$ cat src/design/pltbl_pkg.sv
// ----------------------------------------------------------------------------
// pltbl_pkg
// Shared types and constants for the piecewise-linear table interpolator:
// controller states, datapath command and status bundles, result codes.
// ----------------------------------------------------------------------------
package pltbl_pkg;

    // default configuration
    localparam int DEFAULT_TABLE_DEPTH = 1024;
    localparam int DEFAULT_VALUE_WIDTH = 32;

    // fixed field widths
    localparam int INDEX_W = 10;
    localparam int COUNT_W = 11;
    localparam int STATUS_W = 2;

    // weight format: Q1.16 fraction saturated to [0, 1.0]
    localparam int FRAC_BITS = 16;
    localparam int WEIGHT_BITS = FRAC_BITS + 1;
    localparam logic [WEIGHT_BITS-1:0] WEIGHT_ONE = {1'b1, {FRAC_BITS{1'b0}}};
    localparam int STEP_W = $clog2(WEIGHT_BITS + 1);

    // operation codes
    localparam logic OP_LOAD = 1'b0;
    localparam logic OP_QUERY = 1'b1;

    // result status codes
    localparam logic [STATUS_W-1:0] ST_INTERIOR = 2'd0;
    localparam logic [STATUS_W-1:0] ST_CLAMP_LOW = 2'd1;
    localparam logic [STATUS_W-1:0] ST_CLAMP_HIGH = 2'd2;
    localparam logic [STATUS_W-1:0] ST_EMPTY = 2'd3;

    // controller states
    typedef enum logic [3:0] {
        S_IDLE,
        S_CHK_LO,
        S_CHK_HI,
        S_SEARCH,
        S_FETCH0,
        S_FETCH1,
        S_DIFF,
        S_PREP,
        S_DIV,
        S_MUL,
        S_FIN,
        S_DONE
    } state_t;

    // table read address select
    typedef enum logic [2:0] {
        ADDR_ZERO,
        ADDR_LAST,
        ADDR_MID0,
        ADDR_MID,
        ADDR_LO,
        ADDR_LO_NEXT
    } addr_sel_t;

    // result capture select
    typedef enum logic [2:0] {
        RES_NONE,
        RES_EMPTY,
        RES_LOW,
        RES_HIGH,
        RES_INTERIOR
    } res_sel_t;

    // controller to datapath
    typedef struct packed {
        logic      load_wr;
        logic      query_take;
        addr_sel_t addr_sel;
        logic      search_init;
        logic      search_step;
        logic      lo_latch;
        logic      p0_latch;
        logic      diff_latch;
        logic      prep;
        logic      div_step;
        logic      mul_step;
        res_sel_t  res_sel;
        logic      out_load;
    } dp_cmd_t;

    // datapath to controller
    typedef struct packed {
        logic n_zero;
        logic n_one;
        logic x_le;
        logic x_ge;
        logic search_done;
        logic w_forced;
    } dp_status_t;

endpackage

$ cat src/design/pltbl_ctrl.sv
// ----------------------------------------------------------------------------
// pltbl_ctrl
// Controller: sequences clamp checks, binary search, weight division and
// multiply, and owns the input and result handshakes.
// ----------------------------------------------------------------------------
module pltbl_ctrl (
    input  logic                    clk,
    input  logic                    rst_n,
    input  logic                    item_valid,
    input  logic                    operation,
    input  logic                    result_stall,
    input  pltbl_pkg::dp_status_t   dp_status,
    output pltbl_pkg::dp_cmd_t      cmd,
    output logic                    item_stall,
    output logic                    result_valid
);

    pltbl_pkg::state_t state_reg;
    pltbl_pkg::state_t state_next;
    logic [pltbl_pkg::STEP_W-1:0] cnt_reg;
    logic [pltbl_pkg::STEP_W-1:0] cnt_next;
    logic result_valid_reg;
    logic result_valid_next;
    logic out_free;

    assign out_free = !result_valid_reg || !result_stall;

    // state and step counter registers
    always_ff @(posedge clk or negedge rst_n)
    begin
        if (!rst_n)
        begin
            state_reg <= pltbl_pkg::S_IDLE;
            cnt_reg <= '0;
        end
        else
        begin
            state_reg <= state_next;
            cnt_reg <= cnt_next;
        end
    end

    // next state
    always_comb
    begin
        state_next = state_reg;
        cnt_next = cnt_reg;
        unique case (state_reg)
            pltbl_pkg::S_IDLE:
            begin
                if (item_valid && (operation == pltbl_pkg::OP_QUERY))
                begin
                    state_next = dp_status.n_zero ? pltbl_pkg::S_DONE : pltbl_pkg::S_CHK_LO;
                end
            end
            pltbl_pkg::S_CHK_LO:
            begin
                state_next = dp_status.x_le ? pltbl_pkg::S_DONE : pltbl_pkg::S_CHK_HI;
            end
            pltbl_pkg::S_CHK_HI:
            begin
                state_next = (dp_status.x_ge || dp_status.n_one) ?
                             pltbl_pkg::S_DONE : pltbl_pkg::S_SEARCH;
            end
            pltbl_pkg::S_SEARCH:
            begin
                if (dp_status.search_done)
                begin
                    state_next = pltbl_pkg::S_FETCH0;
                end
            end
            pltbl_pkg::S_FETCH0:
            begin
                state_next = pltbl_pkg::S_FETCH1;
            end
            pltbl_pkg::S_FETCH1:
            begin
                state_next = pltbl_pkg::S_DIFF;
            end
            pltbl_pkg::S_DIFF:
            begin
                state_next = pltbl_pkg::S_PREP;
            end
            pltbl_pkg::S_PREP:
            begin
                cnt_next = '0;
                state_next = dp_status.w_forced ? pltbl_pkg::S_MUL : pltbl_pkg::S_DIV;
            end
            pltbl_pkg::S_DIV:
            begin
                if (cnt_reg == pltbl_pkg::STEP_W'(pltbl_pkg::FRAC_BITS - 1))
                begin
                    cnt_next = '0;
                    state_next = pltbl_pkg::S_MUL;
                end
                else
                begin
                    cnt_next = cnt_reg + pltbl_pkg::STEP_W'(1);
                end
            end
            pltbl_pkg::S_MUL:
            begin
                if (cnt_reg == pltbl_pkg::STEP_W'(pltbl_pkg::WEIGHT_BITS - 1))
                begin
                    cnt_next = '0;
                    state_next = pltbl_pkg::S_FIN;
                end
                else
                begin
                    cnt_next = cnt_reg + pltbl_pkg::STEP_W'(1);
                end
            end
            pltbl_pkg::S_FIN:
            begin
                state_next = pltbl_pkg::S_DONE;
            end
            pltbl_pkg::S_DONE:
            begin
                if (out_free)
                begin
                    state_next = pltbl_pkg::S_IDLE;
                end
            end
            default:
            begin
                state_next = pltbl_pkg::S_IDLE;
            end
        endcase
    end

    // datapath commands
    always_comb
    begin
        cmd = '0;
        cmd.addr_sel = pltbl_pkg::ADDR_ZERO;
        cmd.res_sel = pltbl_pkg::RES_NONE;
        item_stall = 1'b1;
        unique case (state_reg)
            pltbl_pkg::S_IDLE:
            begin
                item_stall = 1'b0;
                if (item_valid)
                begin
                    if (operation == pltbl_pkg::OP_LOAD)
                    begin
                        cmd.load_wr = 1'b1;
                    end
                    else
                    begin
                        cmd.query_take = 1'b1;
                        if (dp_status.n_zero)
                        begin
                            cmd.res_sel = pltbl_pkg::RES_EMPTY;
                        end
                    end
                end
            end
            pltbl_pkg::S_CHK_LO:
            begin
                cmd.addr_sel = pltbl_pkg::ADDR_LAST;
                if (dp_status.x_le)
                begin
                    cmd.res_sel = pltbl_pkg::RES_LOW;
                end
            end
            pltbl_pkg::S_CHK_HI:
            begin
                cmd.addr_sel = pltbl_pkg::ADDR_MID0;
                cmd.search_init = 1'b1;
                if (dp_status.x_ge || dp_status.n_one)
                begin
                    cmd.res_sel = pltbl_pkg::RES_HIGH;
                end
            end
            pltbl_pkg::S_SEARCH:
            begin
                cmd.addr_sel = pltbl_pkg::ADDR_MID;
                cmd.search_step = 1'b1;
            end
            pltbl_pkg::S_FETCH0:
            begin
                cmd.addr_sel = pltbl_pkg::ADDR_LO;
                cmd.lo_latch = 1'b1;
            end
            pltbl_pkg::S_FETCH1:
            begin
                cmd.addr_sel = pltbl_pkg::ADDR_LO_NEXT;
                cmd.p0_latch = 1'b1;
            end
            pltbl_pkg::S_DIFF:
            begin
                cmd.diff_latch = 1'b1;
            end
            pltbl_pkg::S_PREP:
            begin
                cmd.prep = 1'b1;
            end
            pltbl_pkg::S_DIV:
            begin
                cmd.div_step = 1'b1;
            end
            pltbl_pkg::S_MUL:
            begin
                cmd.mul_step = 1'b1;
            end
            pltbl_pkg::S_FIN:
            begin
                cmd.res_sel = pltbl_pkg::RES_INTERIOR;
            end
            pltbl_pkg::S_DONE:
            begin
                cmd.out_load = out_free;
            end
            default:
            begin
                item_stall = 1'b1;
            end
        endcase
    end

    // result valid flag
    always_comb
    begin
        priority if (cmd.out_load)
        begin
            result_valid_next = 1'b1;
        end
        else if (!result_stall)
        begin
            result_valid_next = 1'b0;
        end
        else
        begin
            result_valid_next = result_valid_reg;
        end
    end

    always_ff @(posedge clk or negedge rst_n)
    begin
        if (!rst_n)
        begin
            result_valid_reg <= 1'b0;
        end
        else
        begin
            result_valid_reg <= result_valid_next;
        end
    end

    assign result_valid = result_valid_reg;

    // a query transfer always occupies the controller for the next cycle
    assert property (@(posedge clk) disable iff (!rst_n)
        (item_valid && !item_stall && (operation == pltbl_pkg::OP_QUERY)) |=> item_stall)
        else $error("query not held busy after transfer");

    // a finished result leaves the done state once the output register is free
    assert property (@(posedge clk) disable iff (!rst_n)
        ((state_reg == pltbl_pkg::S_DONE) && !result_valid_reg) |=>
        ((state_reg == pltbl_pkg::S_IDLE) && result_valid_reg))
        else $error("result stuck in done state");

    // a stalled result stays valid
    assert property (@(posedge clk) disable iff (!rst_n)
        (result_valid_reg && result_stall) |=> result_valid_reg)
        else $error("result dropped while stalled");

endmodule

$ cat config.mk
export PLATFORM = sky130hd
export DESIGN_NAME = pltbl_ctrl
export DESIGN_NICKNAME = d
export VERILOG_FILES = /design/src/design/pltbl_pkg.sv /design/src/design/pltbl_ctrl.sv
export SDC_FILE = /design/constraint.sdc
export NUM_CORES = 1
export LEC_CHECK = 0
export CORE_MARGIN = 8
export CORE_UTILIZATION = 62
export DETAILED_ROUTE_END_ITERATION = 12
export DONT_BUFFER_PORTS = 1
export PLACE_DENSITY = 0.8
export SKIP_LAST_GASP = 1
export SYNTH_ARGS = -nofsm -noshare
export SYNTH_HDL_FRONTEND = slang
export SYNTH_SLANG_ARGS = --single-unit
$ cat constraint.sdc
create_clock -name clk -period 3.3 [get_ports clk]
set_input_delay 0.66 -clock clk [delete_from_list [all_inputs] [get_ports clk]]
set_output_delay 0.66 -clock clk [all_outputs]
set_load 0.1 [all_outputs]
**Word level (Yosys, flattened, before mapping)**

Cells that the tools add are included.

- Register bits after elaboration: 10
- Bits in latches: 0
- RAM bits: 0
- Memory bits (read-only): 0
- Word-level logic and storage cells: 67
- Memories kept: 0

- $add $sub $neg: 1
- Multiply operators: 0
- Div/mod/pow operators: 0
- Magnitude comparators: 0
- Eq/ne operators: 19
- Shift-type cells: 0
- Muxes and demuxes: 36
- Bitwise logic cells: 0
- Reduce and logical (&&, ||, !) cells: 8

Operators with widths:

| operator | count |
|---|---|
| one-hot mux 4 bit (12 select lines) | 1 |
| two-way mux 4 bit | 8 |
| == test 4 x 3 -> 1 bit (second input constant) | 4 |
| == test 4 bit (second input constant) | 4 |
| two-way mux 1 bit | 16 |
| one-hot mux 3 bit (5 select lines) | 1 |
| one-hot mux 5 bit (3 select lines) | 1 |
| one-hot mux 3 bit (4 select lines) | 1 |
| two-way mux 5 bit | 2 |
| != test 2 bit (second input constant) | 5 |
| == test 4 x 2 -> 1 bit (second input constant) | 2 |
| two-way mux 2 bit | 4 |
| two-way mux 3 bit | 2 |
| adder 5 x 1 -> 5 bit (second input constant) | 1 |
| == test 5 x 4 -> 1 bit (second input constant) | 1 |
| == test 5 bit (second input constant) | 1 |
| AND reduction 5 bit | 1 |
| == test 4 x 1 -> 1 bit (second input constant) | 1 |
| zero test 4 bit | 1 |
| nonzero test 3 bit | 1 |
| zero test 1 bit | 2 |
| logical OR 1 bit | 2 |
| != test 2 x 1 -> 1 bit (second input constant) | 1 |
| logical AND 1 bit | 1 |

**Depth between registers and ports, before layout**

- Word-level depth: 4
- Gate-level depth with buffers: 8

**Worst setup path before layout**

No wires, ideal clock.

- Path type: flip-flop to output port
- Start point: register state_reg[2]
- End point: output cmd[1] (netlist name)
- Arrival: 3.653 ns
- Path slack: -1.013 ns
- Stages on the path, launching flop included: 6
- Path buffers: 1
- Cell sequence: dfrtp_1 > buf_2 > nor4_1 > inv_1 > nor2_1 > a21o_1

RTL lines:

| item | RTL line | RTL |
|---|---|---|
| from (decl) | pltbl_ctrl.sv:18 | `pltbl_pkg::state_t state_reg;` |
| from (signal assigned) | pltbl_ctrl.sv:33 | `state_reg <= pltbl_pkg::S_IDLE;` |
| from (signal assigned) | pltbl_ctrl.sv:38 | `state_reg <= state_next;` |
| to (decl) | pltbl_ctrl.sv:13 | `output pltbl_pkg::dp_cmd_t cmd,` |

==> flow_metrics.tcl <==
set metrics [dict create \
    nets 134 \
    synth_cells 100 \
    cp-end-kind "output port" \
    postSynth.asyncResetShare_pct 100 \
    hold_buffers 0 \
    grt_max_degree 18 \
    m1WireLength_um 783 \
    path_max_fanout 17 \
    antenna_found_initial 0 \
    die_y_um 52.7 \
    clkTransAtPathRegs_ns 0.07 \
    syn_nets 115 \
    whs_ns 0.0645 \
    met3WireLength_um 300 \
    clk_latency_ns 0.28 \
    core_area_um2 1280 \
    vias_per_cell 6.20 \
    post-cts-setup-buffers 0 \
    wirelength_mm 2.11 \
    cts.sinks 10 \
    gp_congestion 0.897 \
    synth_top_cell_by_area "dfrtp_1" \
    max_cap_viol_count 0 \
    drt-initial-drc-count 35 \
    diodes 0 \
    grt_pass1_wl_mm 3.42 \
    final_cell_mix "buf_4 (18), dfrtp_1 (10), inv_1 (8), nand2_1 (8), nor2_2 (6)" \
    rsz0062_at_grt "false" \
    die_area_um2 2780 \
    worstSetupStartpointType "register" \
    cts.path.max_buffers 2 \
    tightest_slew_ns 0.545 \
    chipWidth_um 52.7 \
    syn_area_um2 837 \
    dr_wl_met2_um 984 \
    avgSynthCellArea_um2 8.37 \
    period_share_pct 78.7 \
    hold_path_class "input pin to asynchronous set/reset pin" \
    yosysWarnings 0 \
    firstDrtPassIters 7 \
    fmax_ghz 0.385 \
    synth-edff-count 0 \
    ys.flop_type "dfrtp_1" \
    largest_reg_flops 5 \
    htree_levels 1 \
    fillerInstances 76 \
    hold_viol 0 \
    hpwlAfterDp_mm 1.65 \
    crit_arrival_ns 1.94 \
    grt_pass1_vias 752 \
    drc 0 \
    criticalPathCategory "register to output port" \
    dr_total_vias 824 \
    ios 30 \
    cts_tree "built" \
    finalSetupViolations 0 \
    ys_types 38 \
    grt-ovfl-total 0 \
    min_period_ns 2.60 \
    cts_buffers 3 \
    grtUsageTotal_pct 16.5 \
    yosysTopAreaCellShare_pct 29.9 \
    slew_headroom_pct 63.7 \
    maxSlewViolCount 0 \
    cts_resized 0 \
    required_ns 2.64 \
    top_layer_used "met4" \
    synth-seq-cells 10 \
    ant_nets 0 \
    syn_to_final_growth_pct 32.0 \
    clockRootBuffer "clkbuf_4" \
    routedWlPerCell_um 15.9 \
    layout-drive-gt1-share_pct 34.7 \
    synth_area_leaders "dfrtp_1 (30%), ha_1 (6.0%), nor2_1 (4.9%)" \
    port_buffers 0 \
    seq_area_frac_synth_pct 29.9 \
    final_common_cell "buf_4" \
    skew_ns 0.0123 \
    status "finished clean" \
    start_util_pct 65.1 \
    rows 13 \
]
==> routing by layer <==
layer  GRT usage (%)  vias to the layer above
li1                -                      390
met1            17.9                      387
met2            25.0                       40
met3            9.38                        7
met4            8.62                        0
met5               0                        -
==> cell type report <==
type	count	area (um^2)	area share, %
multi-input combinational	75	574	52.0
sequential	10	250	22.7
timing repair buffer	21	195	17.7
clock buffer	4	36.3	3.28
inverter	8	30.0	2.72
tap	15	18.8	1.70
==> synthesized netlist by cell type (all sizes together), types with 2 or more instances <==
cell type   n
nand2       8
o22ai       2
mux2        2
and2        4
a22o        2
o21ai       2
a21oi       3
nand3       2
nand2b      3
nor3b       5
a31oi       4
inv         8
ha          4
nor2       11
o21a        2
a21o        4
dfrtp      10
nor3        3
clkbuf      3
buf         4
==> logic make-up after synthesis <==
family | after synthesis | share of synthesized area [%]
simple gates | 44 | 30.5
fa+ha+maj | 4 | 5.98
buf+inv | 15 | 8.37
xor+xnor | 1 | 1.05
flops | 10 | 29.9
mux | 2 | 3.14
compound gates | 24 | 21.1
==> through the flow <==
stage	setup WS, ns	util [%]	cell area (um^2)	setup TNS (ns)	std cells
6_report	0.704	86.0	1100	0	133
5_1_grt	0.522	86.0	1100	0	133
4_1_cts	0.715	86.0	1100	0	133
3_5_place_dp	1.01	83.2	1070	0	129
3_3_place_gp	1.07	83.2	1070	0	129
2_1_floorplan	-0.190	-	857	-0.190	100
==> critical path, stage by stage, from the launching register on <==
cell and delay [ns]:
dfrtp_1 0.37, buf_4 0.20, nor4_1 0.43, inv_1 0.16
nor2_4 0.14, a21o_1 0.16, buf_12 0.18
==> final timing paths <==
path                       slack (ns)    startpoint           end  cells past startpoint
setup reg to reg                 1.19  state_reg[0]  state_reg[0]                      6
hold / removal                   0.06         rst_n  result_valid                      0
hold reg to reg                  0.56  result_valid  result_valid                      2
setup / recovery                 0.70  state_reg[1]        cmd[1]                      6
min in group clk                 0.52  result_stall  result_valid                      2
max in group asynchronous        3.15         rst_n    cnt_reg[2]                      0
Power is left out: the tool's default activity adds up to more than one toggle a clock period on the data nets, which glitch-free logic cannot reach.
